$ cat src/hw/rtl/prs_pkg.sv
// ----------------------------------------------------------------------------
// Prime sieve range package
// Types and constants shared by the prime sieve range block.
// ----------------------------------------------------------------------------
package prs_pkg;

  localparam logic [7:0] LIMIT      = 8'd255;
  localparam int         MARK_DEPTH = 256;

  typedef struct packed {
    logic [7:0] low_bound;
    logic [7:0] high_bound;
  } prs_in_t;

  typedef struct packed {
    logic [7:0] prime_value;
    logic       last_of_run;
    logic       range_empty;
    logic       range_error;
  } prs_out_t;

  typedef enum logic [2:0] {
    ST_IDLE,
    ST_CLEAR,
    ST_FACT_RD,
    ST_FACT_CHK,
    ST_CROSS,
    ST_SCAN_RD,
    ST_SCAN_CHK,
    ST_FINISH
  } prs_state_t;

endpackage

$ cat src/hw/rtl/prs_ram.sv
// ----------------------------------------------------------------------------
// Generic RAM
// One write port, one read port, registered read data.
// ----------------------------------------------------------------------------
module prs_ram #(
  parameter int WIDTH = 1,
  parameter int DEPTH = 256
) (
  input  logic                     clk,
  input  logic                     we,
  input  logic [$clog2(DEPTH)-1:0] waddr,
  input  logic [WIDTH-1:0]         wdata,
  input  logic [$clog2(DEPTH)-1:0] raddr,
  output logic [WIDTH-1:0]         rdata
);

  logic [WIDTH-1:0] mem [DEPTH];

  always_ff @(posedge clk) begin
    if (we) begin
      mem[waddr] <= wdata;
    end
    rdata <= mem[raddr];
  end

endmodule

$ cat src/hw/rtl/prime_sieve_range.sv
// ----------------------------------------------------------------------------
// Prime sieve range
// Lists the primes between a low and a high bound with a sieve bitmap.
// ----------------------------------------------------------------------------
// channel  ports                     payload
// in       in_valid / in_ready       prs_in_t  (low_bound, high_bound)
// out      out_valid / out_ready     prs_out_t (prime_value, flags)
//
// One request: clear 0..top, cross out multiples of each unmarked factor,
// scan low..top; all through one bitmap RAM port pair. A rejected request
// skips the sieve and goes straight to the finish state.
// in_ready is high only between requests; out stalls hold the sequencer.
// Synchronous active-low reset clears the sequencer and the output valid.
// ----------------------------------------------------------------------------
module prime_sieve_range
  import prs_pkg::*;
(
  input  logic     clk,
  input  logic     rst_n,
  input  logic     in_valid,
  output logic     in_ready,
  input  prs_in_t  in_data,
  output logic     out_valid,
  input  logic     out_ready,
  output prs_out_t out_data
);

  prs_state_t state_r, state_nxt;
  logic [7:0] low_r, low_nxt;
  logic [7:0] top_r, top_nxt;
  logic [7:0] addr_r, addr_nxt;
  logic [4:0] fac_r, fac_nxt;
  logic [8:0] mul_r, mul_nxt;
  logic [7:0] pend_r, pend_nxt;
  logic       pend_vld_r, pend_vld_nxt;
  logic       err_r, err_nxt;
  logic       out_vld_r, out_vld_nxt;
  prs_out_t   out_r, out_nxt;

  logic       ram_we;
  logic [7:0] ram_waddr;
  logic       ram_wdata;
  logic [7:0] ram_raddr;
  logic       ram_rdata;

  logic [9:0] fac_sq;
  logic [8:0] mul_step;
  logic       out_free;
  logic [7:0] in_top;

  prs_ram #(
    .WIDTH(1),
    .DEPTH(MARK_DEPTH)
  ) u_marks (
    .clk  (clk),
    .we   (ram_we),
    .waddr(ram_waddr),
    .wdata(ram_wdata),
    .raddr(ram_raddr),
    .rdata(ram_rdata)
  );

  assign fac_sq   = {5'd0, fac_r} * {5'd0, fac_r};
  assign mul_step = mul_r + {4'd0, fac_r};
  assign out_free = !out_vld_r || out_ready;
  assign in_top   = (in_data.high_bound > LIMIT) ? LIMIT : in_data.high_bound;

  assign in_ready  = (state_r == ST_IDLE);
  assign out_valid = out_vld_r;
  assign out_data  = out_r;

  always_ff @(posedge clk) begin
    if (!rst_n) begin
      state_r    <= ST_IDLE;
      out_vld_r  <= 1'b0;
      pend_vld_r <= 1'b0;
    end else begin
      state_r    <= state_nxt;
      out_vld_r  <= out_vld_nxt;
      pend_vld_r <= pend_vld_nxt;
    end
  end

  always_ff @(posedge clk) begin
    low_r  <= low_nxt;
    top_r  <= top_nxt;
    addr_r <= addr_nxt;
    fac_r  <= fac_nxt;
    mul_r  <= mul_nxt;
    pend_r <= pend_nxt;
    err_r  <= err_nxt;
    out_r  <= out_nxt;
  end

  always_comb begin
    state_nxt    = state_r;
    low_nxt      = low_r;
    top_nxt      = top_r;
    addr_nxt     = addr_r;
    fac_nxt      = fac_r;
    mul_nxt      = mul_r;
    pend_nxt     = pend_r;
    pend_vld_nxt = pend_vld_r;
    err_nxt      = err_r;
    out_vld_nxt  = out_vld_r && !out_ready;
    out_nxt      = out_r;
    ram_we       = 1'b0;
    ram_waddr    = addr_r;
    ram_wdata    = 1'b0;
    ram_raddr    = addr_r;

    unique case (state_r)
      ST_IDLE: begin
        if (in_valid) begin
          low_nxt      = in_data.low_bound;
          top_nxt      = in_top;
          addr_nxt     = 8'd0;
          pend_vld_nxt = 1'b0;
          err_nxt      = (in_data.low_bound == 8'd0) ||
                         (in_data.low_bound > in_data.high_bound);
          if (err_nxt || (in_data.low_bound > in_top)) begin
            state_nxt = ST_FINISH;
          end else begin
            state_nxt = ST_CLEAR;
          end
        end
      end
      ST_CLEAR: begin
        ram_we    = 1'b1;
        ram_waddr = addr_r;
        ram_wdata = (addr_r < 8'd2);
        if (addr_r == top_r) begin
          fac_nxt   = 5'd2;
          state_nxt = ST_FACT_RD;
        end else begin
          addr_nxt = addr_r + 8'd1;
        end
      end
      ST_FACT_RD: begin
        ram_raddr = {3'd0, fac_r};
        if (fac_sq > {2'd0, top_r}) begin
          addr_nxt  = low_r;
          state_nxt = ST_SCAN_RD;
        end else begin
          state_nxt = ST_FACT_CHK;
        end
      end
      ST_FACT_CHK: begin
        ram_raddr = {3'd0, fac_r};
        if (ram_rdata) begin
          fac_nxt   = fac_r + 5'd1;
          state_nxt = ST_FACT_RD;
        end else begin
          mul_nxt   = fac_sq[8:0];
          state_nxt = ST_CROSS;
        end
      end
      ST_CROSS: begin
        ram_we    = 1'b1;
        ram_waddr = mul_r[7:0];
        ram_wdata = 1'b1;
        if (mul_step > {1'b0, top_r}) begin
          fac_nxt   = fac_r + 5'd1;
          state_nxt = ST_FACT_RD;
        end else begin
          mul_nxt = mul_step;
        end
      end
      ST_SCAN_RD: begin
        state_nxt = ST_SCAN_CHK;
      end
      ST_SCAN_CHK: begin
        if (!ram_rdata && pend_vld_r && !out_free) begin
          state_nxt = ST_SCAN_CHK;
        end else begin
          if (!ram_rdata) begin
            if (pend_vld_r) begin
              out_vld_nxt = 1'b1;
              out_nxt     = '{prime_value: pend_r, last_of_run: 1'b0,
                              range_empty: 1'b0, range_error: 1'b0};
            end
            pend_nxt     = addr_r;
            pend_vld_nxt = 1'b1;
          end
          if (addr_r == top_r) begin
            state_nxt = ST_FINISH;
          end else begin
            addr_nxt  = addr_r + 8'd1;
            state_nxt = ST_SCAN_RD;
          end
        end
      end
      ST_FINISH: begin
        if (out_free) begin
          out_vld_nxt = 1'b1;
          if (err_r) begin
            out_nxt = '{prime_value: 8'd0, last_of_run: 1'b1,
                        range_empty: 1'b0, range_error: 1'b1};
          end else if (pend_vld_r) begin
            out_nxt = '{prime_value: pend_r, last_of_run: 1'b1,
                        range_empty: 1'b0, range_error: 1'b0};
          end else begin
            out_nxt = '{prime_value: 8'd0, last_of_run: 1'b1,
                        range_empty: 1'b1, range_error: 1'b0};
          end
          pend_vld_nxt = 1'b0;
          state_nxt    = ST_IDLE;
        end
      end
      default: begin
        state_nxt = ST_IDLE;
      end
    endcase
  end

endmodule

$ cat config.mk
export PLATFORM = sky130hd
export DESIGN_NAME = prime_sieve_range
export DESIGN_NICKNAME = d
export VERILOG_FILES = /design/src/hw/rtl/prs_pkg.sv /design/src/hw/rtl/prs_ram.sv /design/src/hw/rtl/prime_sieve_range.sv
export SDC_FILE = /design/constraint.sdc
export NUM_CORES = 1
export LEC_CHECK = 0
export BUFFER_PORTS_ARGS = -buffer_cell sky130_fd_sc_hd__buf_2
export CAP_MARGIN = 25
export CORE_UTILIZATION = 55
export CTS_BUF_LIST = sky130_fd_sc_hd__clkbuf_8
export DETAILED_ROUTE_END_ITERATION = 10
export GPL_TIMING_DRIVEN = 0
export HOLD_SLACK_MARGIN = 0.08
export PLACE_DENSITY = 0.81
export REMOVE_ABC_BUFFERS = 1
export SLEW_MARGIN = 20
export SYNTH_ARGS = -nofsm -noshare
export SYNTH_HDL_FRONTEND = slang
export SYNTH_SLANG_ARGS = --single-unit
$ cat constraint.sdc
create_clock -name clk -period 11.4 [get_ports clk]
set_input_delay 3.42 -clock clk [delete_from_list [all_inputs] [get_ports clk]]
set_output_delay 3.42 -clock clk [all_outputs]
set_load 0.01 [all_outputs]
# After elaboration in Yosys (flattened, before gate mapping)
# Memories as Yosys holds them, arrays and structs flattened. A register that Yosys moved wholly into a read port is not among the register bits.
# Cells that the tools add are included.
totals:
  memories: 1
  output_inout_bits: 13
  ram_bits: 256
  in_bits: 20
  reg_bits: 63
  elab_cells: 119
memory_table:
  columns: ["name", "depth", "width", "rd", "rd_ports_with_merged_regs", "wr", "line", "text"]
  rows:
  - ["u_marks.mem", 256, 1, 1, 1, 1, "prs_ram.sv:17", "logic [WIDTH-1:0] mem [DEPTH];"]
op_classes:
  n_addsub: 3
  magnitude_cmp: 6
  n_reduce_logical: 27
  multipliers: 1
  bitwise: 2
  eq_ne: 19
  mux: 46
ops:
  columns: ["cell", "n"]
  rows:
  - ["2-to-1 mux 11 bit", 6]
  - ["2-to-1 mux 8 bit", 7]
  - ["one-hot mux 8 bit (4 select lines)", 1]
  - ["one-hot mux 3 bit (8 select lines)", 1]
  - ["one-hot mux 11 bit (2 select lines)", 1]
  - ["2-to-1 mux 3 bit", 7]
  - ["!= test 2 bit (second input constant)", 10]
  - ["2-to-1 mux 9 bit", 2]
  - ["one-hot mux 9 bit (2 select lines)", 1]
  - ["> comparator 8 bit", 2]
  - ["2-to-1 mux 5 bit", 3]
  - ["one-hot mux 5 bit (3 select lines)", 1]
  - ["== test 3 bit (second input constant)", 4]
  - ["AND reduction 4 bit", 3]
  - ["2-to-1 mux 1 bit", 11]
  - ["> comparator 10 x 8 -> 1 bit", 1]
  - ["multiplier 5 x 5 -> 10 bit", 1]
  - ["AND reduction 5 bit", 2]
  - ["adder 9 x 5 -> 9 bit", 1]
  - ["> comparator 9 x 8 -> 1 bit", 1]
  - ["adder 8 x 1 -> 8 bit (second input constant)", 1]
  - ["== test 8 bit", 1]
  - ["> comparator 8 bit (second input constant)", 1]
  - ["logical NOT 8 bit", 1]
  - ["19 further kinds", 34]

# Logic depth before layout (Yosys ltp)
# Gate-level depths: netlist of run 1.
depth:
  ltp_word: 7
  ltp_mapped: 21
  depth_no_buf: 20

# Cells and area by module
# From an unflattened synthesis of run 1, not the netlist that was laid out.
unflattened:
  cells_unflattened: 1249
  area_unflattened_um2: 15566.2
modules_own_cells:
  columns: ["mod", "area_per_inst_um2", "instances", "cells_each", "seq_area_each_um2"]
  rows:
  - ["prs_ram", 11128.2, 1, 788, 7707.4]
  - ["prime_sieve_range", 4438.0, 1, 461, 1841.8]

# Worst setup path before layout of run 1
# No wires, ideal clock.
synth_path:
  kind: "register to register"
  start: "reg state_r[0]"
  end: "mem u_marks.mem[0], data pin"
  setup_ns: 1.574
  stages_incl_launch_ff: 6
  n_path_buf: 1
  required_ns: 9.826
  synth_period_minus_slack_ns: 9.333
  slack_ns: 2.067
  t_arrival_ns: 7.759
  path_cell_list: "dfxtp_1 > clkbuf_1 > nand2_1 > nor2_1 > nand4_1 > a21oi_1"
synth_via:
  elab_chain_len: 2
  word_cells_on_any_way: 3
  cone_classes: "eq/ne: 2; mux: 1"
synth_lines:
  columns: ["element", "line", "text"]
  rows:
  - ["from (decl)", "prime_sieve_range.sv:28", "prs_state_t state_r, state_nxt;"]
  - ["from (signal assigned)", "prime_sieve_range.sv:78", "state_r <= state_nxt;"]
  - ["== test 3 bit or == test 3 x 1 -> 1 bit (tied branches)", "prime_sieve_range.sv:112", "unique case (state_r)"]
  - ["one-hot mux 1 bit (2 select lines) (*)", "prime_sieve_range.sv:112", null]
  - ["net ram_wdata", "prime_sieve_range.sv:42", "logic ram_wdata;"]
  - ["to (decl)", "prs_ram.sv:17", null]
# The timed path passes the listed nets; every way through them passes the cells marked *.

# Worst setup path after layout of run 1
layout_path:
  start: "reg fac_r[1]"
  end: "reg addr_r[7], enable pin"
layout_via:
  elab_chain_len: 4
layout_lines:
  columns: ["element", "line", "text"]
  rows:
  - ["from (decl)", "prime_sieve_range.sv:32", "logic [4:0] fac_r, fac_nxt;"]
  - ["from (signal assigned)", "prime_sieve_range.sv:88", "fac_r <= fac_nxt;"]
  - ["multiplier 5 x 5 -> 10 bit", "prime_sieve_range.sv:63", "assign fac_sq = {5'd0, fac_r} * {5'd0, fac_r};"]
  - ["> comparator 10 x 8 -> 1 bit", "prime_sieve_range.sv:141", "if (fac_sq > {2'd0, top_r}) begin"]
  - ["!= test 2 bit (no source line)", null, null]
  - ["AND reduction 4 bit (no source line)", null, null]
  - ["to (signal assigned)", "prime_sieve_range.sv:87", "addr_r <= addr_nxt;"]
  - ["to (decl)", "prime_sieve_range.sv:31", "logic [7:0] addr_r, addr_nxt;"]
# Every way passes these cells.
# A chain may end at the register's enable or synchronous reset.

==> key figures, run 1 <==
Outcome
  – Status: finished clean

Clock tree
  – # resized after CTS: 0
  – Worst-path clk slew: 0.06 ns
  – Hold_buf cts: 0
  – Clk Latency, worst-skew pair: 0.61 ns
  – CTS root buffer: clkbuf_8
  – CTS tree: yes
  – H-tree Lvls: 2
  – Clock buffer count from CTS: 50
  – Post-CTS setup buffer count: 0
  – Clk buf depth: 3
  – Clock sinks: 320

Power
  – Leak Pwr: about 5.8 nW
  – Tot Pwr: 4.50 mW
  – Worst vdd ir: 0.178 mV
  – Power Dens Cells: roughly 260 nW/um^2

Timing
  – Setup Skew: 0.0512 ns
  – Slew Viols, Final: 0
  – Endpoints failing setup: 0
  – RSZ-0062 raised after global routing: no
  – Final worst slack: 5.94 ns
  – Final min period: 5.46 ns
  – Fmax: 0.183 GHz
  – Worst-Margin Slew: 1.10 ns
  – Slew margin rel.: between 20% and 30%
  – Period utilization: between 40 and 50%
  – Final count of hold timing violations: 0

Synthesis
  – Post-synth ARST share: 0%
  – Sequential area share after synthesis: 60.3%
  – Adder-Cell Fraction of Synth Area: 3.74%
  – Post-synthesis compound-gate area fraction: 10.2%
  – Unique masters post-synth: 70
  – Post-synth EDFFs: 314
  – Post-Synth Simple-Gate Area: 16.6%
  – Xor/xnor share of the synthesized area: 1.60%
  – Cells after Synth: 1416
  – Avg Inst Size Synth: 11.2 sq um
  – Post-synthesis mux area share: 3.74%
  – Number of synthesized register bits: 320
  – Largest family of logic cells by synthesized area: simple AND/OR/NAND/NOR gates
  – Most used DFF post-synth: edfxtp_1
  – Synth Cell Area: 15800 sq um
  – Ys Warns: 0

Cells and area
  – Commonest cells after routing, fill and taps aside: edfxtp_1, nor2_1, nand2_1
  – P&R area growth vs syn: 9.56%
  – Commonest non-fill, non-tap cell in the layout: edfxtp_1
  – Nets: 1491
  – Ratio of cells with drive above 1 in the final layout: 10.3%
  – ANT cells: 0

Setup path
  – Data arrival time of the critical path: 5.69 ns
  – Cell chain of the critical path: nand2_1, fa_1, fa_1, inv_1, ha_1, a31o_2, ha_1, nand3_1, o211ai_1, nor2_1, xnor2_1, ha_1, and3_1, nand3_1, o22ai_1, a21oi_1, or3_1, a21boi_0, and3_1
  – Critical path fanouts, max: 18
  – Crit path required time: 11.63 ns
  – Setup CP Type: reg -> reg
  – Startpoint types: flop
  – Worst path slowest cell: edfxtp_1
  – Endpoint type of the worst setup path: flop
  – CP dominant cell by count: ha_1
  – Worst path max stage delay: roughly 0.8 ns
  – Reg2Reg Depth: 19

Routing
  – DR iter-0 viols: roughly 1600
  – Vias/cell: ~6.4
  – Initial DRT Pass Iterations: 6
  – Via count: between 10000 and 15000
  – Final WL: 40.1 mm
  – DRC: 0
  – WL/cell: between 20 and 25 microns
  – Routed Antenna Nets: 0

GRT
  – Global-route wire length before repair: 61.8 mm
  – Most used routing layer: met2
  – Antenna violations before repair: 0
  – GR Util met1: 35.8%
  – Largest net degree at the start of global routing: between 40 and 50
  – Met2 Resource Use GR: 44.0%
  – Routing usage on met3: 7.62%
  – Gr usage total: 28.0%
  – Total gr overflow: 0
  – Vias in the first global route: 11300

Floorplan
  – Chip Width: about 170 microns
  – Row count: 61
  – Core ar.: between 20000 and 30000 sq um
  – Ports: 33
  – Initial core utilization: 56.4%
  – Die Y: 172 microns
  – Total die area: 29500 sq um

Flow run
  – Max cap viols: 0

Hold path
  – Hold Path Stages: 1
  – Worst Hold Class: reg -> reg

Place
  – PortBufs: 32
  – HPWL Detailed: 26.0 mm
  – GPL Wtd Cong: about 0.9
  – Place WS: 5.95 ns
## cells by family (layout without fill, tap and decap cells)
| logic type | after synthesis | in the layout |
|---|---|---|
| AND/OR/NAND/NOR | 612 | 612 |
| flip-flops | 320 | 320 |
| AO/OA/AOI/OAI | 245 | 245 |
| buffers and inverters | 126 | 177 |
| adder cells (fa/ha/maj) | 45 | 45 |
| multiplexers | 39 | 39 |
| XOR/XNOR | 29 | 29 |
## stage by stage
stage               hold slack, ns  instances  cell area [sq um]  util (%)  TNS, ns
finish                       0.542       1845              17400      61.8        0
detailed placement           0.523       1752              16400      58.5        0
floorplan                    0.509       1325              15400         -        0
CTS                          0.541       1845              17400      61.8        0
global route                 0.553       1845              17400      61.8        0
global placement             0.528       1735              16000      57.0  -764.57
## report_power, final
group	internal (mW)	switching (mW)
Sequential	1.51	0.139
Combinational	0.661	1.29
Clock	0.445	0.450
## metal layers
metal	vias up	part of all wire (%)	wire length (microns)
met2	802	47	18800
met3	166	12	4960
met1	5591	36	14600
met4	0	4.3	1740
met5	-	0	0
li1	5164	-	-
## cells in the mapped netlist (all sizes together), types with 3 or more instances
cell type  instances  area [sq um]
a211oi             9          67.6
a21boi             3          22.5
a21o               8          60.1
a21oi             60           312
a221oi             6          58.8
a22oi              3          22.5
a31oi             24           150
and2               5          31.3
and3               5          31.3
buf               38           272
clkbuf            53           199
dfxtp              6           120
edfxtp           314          9430
fa                 4          80.1
ha                41           513
inv               35           131
mux2               7          82.6
mux2i             18           188
mux4              14           323
nand2            164           618
nand2b            16           108
nand3             39           195
nand3b             9          67.6
nand4              9          56.3
nand4bb            3          33.8
nor2             310          1160
nor2b             19           126
nor3              18          90.1
nor4               9          62.6
o2111ai            3          26.3
o211ai             3          22.5
o21a               6          45.0
o21ai             38           190
o21bai             3          22.5
o221ai            16           140
o22ai             40           250
o31ai              7          66.3
xnor2             11          96.3
xor2              18           158
## worst paths after layout
path | startpoint | endpoint | slack [ns]
min | pend_r[3] | out_data[6] | 0.54
max reg2reg | fac_r[1] | addr_r[7] | 5.94
min reg2reg | pend_r[3] | out_data[6] | 0.54
max | fac_r[1] | addr_r[7] | 5.94
## critical path, delay by kind of cell (launching register included)
family                     cells  cell delay, ns
adders and majority gates      5            1.92
DFF                            1            0.80
and+or+nand+nor                7            1.25
AOI/OAI and AO/OA              5            0.86
xor gates and xnor gates       1            0.24
buffers and inverters          1            0.04
## area by class of cell
class | count | area [sq um]
multi-input cells | 970 | 5750
repair buffers | 49 | 532
clock buffers | 51 | 702
clock inverters | 42 | 224
fillers | 2159 | 10700
well taps | 378 | 473
inverters | 35 | 131
flip-flops and latches | 320 | 9550
## flip-flops by register name (all words and copies together), names as in the netlist
name	count
u_marks.rdata	1
pend_r	8
out_valid	1
addr_r	8
u_marks.mem	256
state_r	3
err_r	1
out_data	11
pend_vld_r	1
mul_r	9
top_r	8
fac_r	5
low_r	8
No activity file was read; power rests on OpenSTA's default activity.
==> inputs of run 2 (changes only) <==
Settings changed: PLACE_DENSITY 0.81 to 0.84.
Clock period 11.4 ns to 4.7 ns, I/O delays scaled along.
==> run 2 against run 1 <==
- critical path depth is the same
- clock power grew 130%
- fmax grew 17%
- register-to-register slack lost 5.9 ns
- largest power group unchanged
- critical path type unchanged
- hold slack lost 0.011 ns
- utilization grew 0.31 points
==> key figures, run 2 (synthesis gave the netlist of run 1 again) <==
Setup path
  – RR Endpoint: addr_r[2]
  – Worst path slowest cell: fa_1
  – Critical path fanouts, max: 8 (-10)
  – Crit path required time: 5.03 ns (-6.60 ns)
  – R2R Path Start: fac_r[1]
  – Reg2Reg Depth: 19 (unchanged)
  – CP Depth: 19 (unchanged)
  – CP Buf/Inv Count: 1 (unchanged)
  – Cell chain of the critical path: nand2_2, fa_1, fa_1, inv_2, ha_4, a31o_4, ha_4, nand3_2, o211ai_1, nor2_1, xnor2_2, ha_1, and3_1, nand3_1, o22ai_1, a21oi_1, or3_4, a21boi_4, and3_4
  – Data arrival time of the critical path: 5.00 ns (-0.69 ns)
  – Setup CP Type: reg -> reg
  – Flop-to-flop setup slack: 0.03 ns (-5.90 ns)
  – Endpoint type of the worst setup path: flop
  – Worst path max stage delay: 0.53 ns (-0.27 ns)
  – Startpoint types: flop
  – Worst path top cell family by delay: adder cells
  – Worst setup startpoint: fac_r[1]

Power
  – Leak Pwr: 5.85 nW (+0.30%)
  – Worst vdd ir: 0.398 mV (+120%)
  – Power Dens Cells: 632 nW/um^2 (+140%)
  – Tot Pwr: 11.0 mW (+150%)

Floorplan
  – Row count: 61 (unchanged)
  – Total die area: 29500 sq um (unchanged)
  – Initial core utilization: 56.4% (unchanged)
  – Ports: 33 (unchanged)
  – Chip Width: 172 microns (unchanged)
  – Core ar.: 28100 sq um (unchanged)
  – Die Y: 172 microns (unchanged)

Clock tree
  – Clk Latency, worst-skew pair: 0.59 ns (-0.02 ns)
  – Clk buf depth: 3 (unchanged)
  – Clock buffer count from CTS: 48 (-4.0%)
  – CTS root buffer: clkbuf_8
  – Hold_buf cts: 0 (unchanged)
  – H-tree Lvls: 2 (unchanged)
  – Worst-path clk slew: 0.06 ns (about the same)
  – CTS tree: yes
  – Clock sinks: 320 (unchanged)

GRT
  – Largest net degree at the start of global routing: 42 (+2.4%)
  – Global-route wire length before repair: 61.3 mm (-0.89%)
  – Vias in the first global route: 11300 (-0.58%)
  – Antenna violations before repair: 0 (unchanged)
  – Total gr overflow: 0 (unchanged)
  – Gr usage total: 27.8% (-0.20 points)

Outcome
  – Status: finished clean

Hold path
  – Worst Hold Class: reg -> reg
  – Worst min-delay path endpoint: out_data[8]
  – Hold wc startpoint: pend_r[5]
  – Hold Path Stages: 1 (unchanged)

Timing
  – Slew margin rel.: 24.0% (-1.8 points)
  – Endpoints failing setup: 0 (unchanged)
  – Final min period: 4.67 ns (-0.797 ns)
  – Fmax: 0.214 GHz (+17%)
  – Worst-Margin Slew: 1.12 ns (+0.0167 ns)
  – Slew Viols, Final: 0 (unchanged)
  – Setup Skew: 0.0202 ns (-0.0310 ns)
  – Period utilization: 99.3% (+51 points)
  – Final count of hold timing violations: 0 (unchanged)
  – RSZ-0062 raised after global routing: yes

Place
  – PortBufs: 32 (unchanged)
  – HPWL Detailed: 25.4 mm (-2.4%)
  – GPL Wtd Cong: 0.901 (about the same)
  – Placed Cells: 1750 (-0.11%)

Cells and area
  – Commonest non-fill, non-tap cell in the layout: edfxtp_1
  – Post-Layout Cell Count: 1845 (unchanged)
  – Commonest cells after routing, fill and taps aside: edfxtp_1, nor2_1, nand2_1
  – Reg with most FFs: u_marks.mem
  – P&R area growth vs syn: 10.1%
  – ANT cells: 0 (unchanged)
  – Ratio of cells with drive above 1 in the final layout: 11.6% (+1.3 points)
  – Number of flip-flops in the largest register: 256 (unchanged)
  – Nets: 1500 (+0.60%)

Routing
  – Initial DRT Pass Iterations: 8 (+2)
  – Final WL: 40.8 mm (+1.7%)
  – DR iter-0 viols: 1960 (+20%)
  – WL/cell: 22.1 microns (+1.7%)
  – Vias/cell: 6.45 (+1.5%)
  – Routed Antenna Nets: 0 (unchanged)
  – DRC: 0 (unchanged)
  – Via count: 11900 (+1.5%)

Flow run
  – Max cap viols: 0 (unchanged)
[run 2: how the worst max path moves through the flow]
stage	endpoint	slack, ns
final	addr_r[2]	0.03
after global routing	addr_r[4]	-0.07
after CTS	addr_r[0]	-0.03
after detailed placement	addr_r[5]	-0.84
after global placement	u_marks.mem[90]	-9.62
after floorplan	u_marks.mem[0]	-4.94
[run 2: worst register-to-register path, delay by kind of cell (launching register included)]
kind | cells | cell delay [ns]
fa+ha+maj | 5 | 1.76
simple gates | 7 | 1.17
compound gates | 5 | 0.82
flops | 1 | 0.46
xor+xnor | 1 | 0.16
buf+inv | 1 | 0.05
[run 2: metal layers]
metal | global-route usage [%] | vias to the layer above | part of all wire, %
li1 | - | 5184 | -
met4 | 13.4 | 0 | 4.7
met5 | 0 | - | 0
met3 | 6.88 | 194 | 13
met1 | 35.1 | 5708 | 36
met2 | 44.7 | 818 | 47
[run 2: where the power goes]
part           switching [mW]  internal [mW]  total, mW
clock network            1.07           1.01       2.08
logic                    3.28           1.68       4.97
registers               0.317           3.66       3.98
[run 2: layout make-up]
cell class	instances	area [sq um]
clock buffers	48	661
inverters	35	131
well taps	378	473
clock inverters	34	183
fillers	2114	10600
multi-input cells	970	5840
repair buffers	60	611
flip-flops and latches	320	9550
[run 2: metrics by stage]
step / setup slack (ns) / util, % / hold slack (ns) / instance area [sq um] / setup TNS (ns)
finish: 0.0332 / 62.1 / 0.530 / 17400 / 0
global route: -0.0714 / 62.1 / 0.549 / 17400 / -0.549
CTS: -0.0322 / 62.0 / 0.532 / 17400 / -0.198
detailed placement: -0.838 / 58.5 / 0.522 / 16400 / -7.58
global placement: -9.62 / 57.0 / 0.519 / 16000 / -2467.67
floorplan: -4.94 / - / 0.509 / 15400 / -1265.02
[run 2: timing repair]
action                                 4_1_cts  5_1_grt
setup endpoints to repair                   10        9
endpoints found under the hold margin        0        0
gates resized for setup                     11        4
pin swaps                                   16       13
gates cloned                                 0        0
setup buffers                               11        0
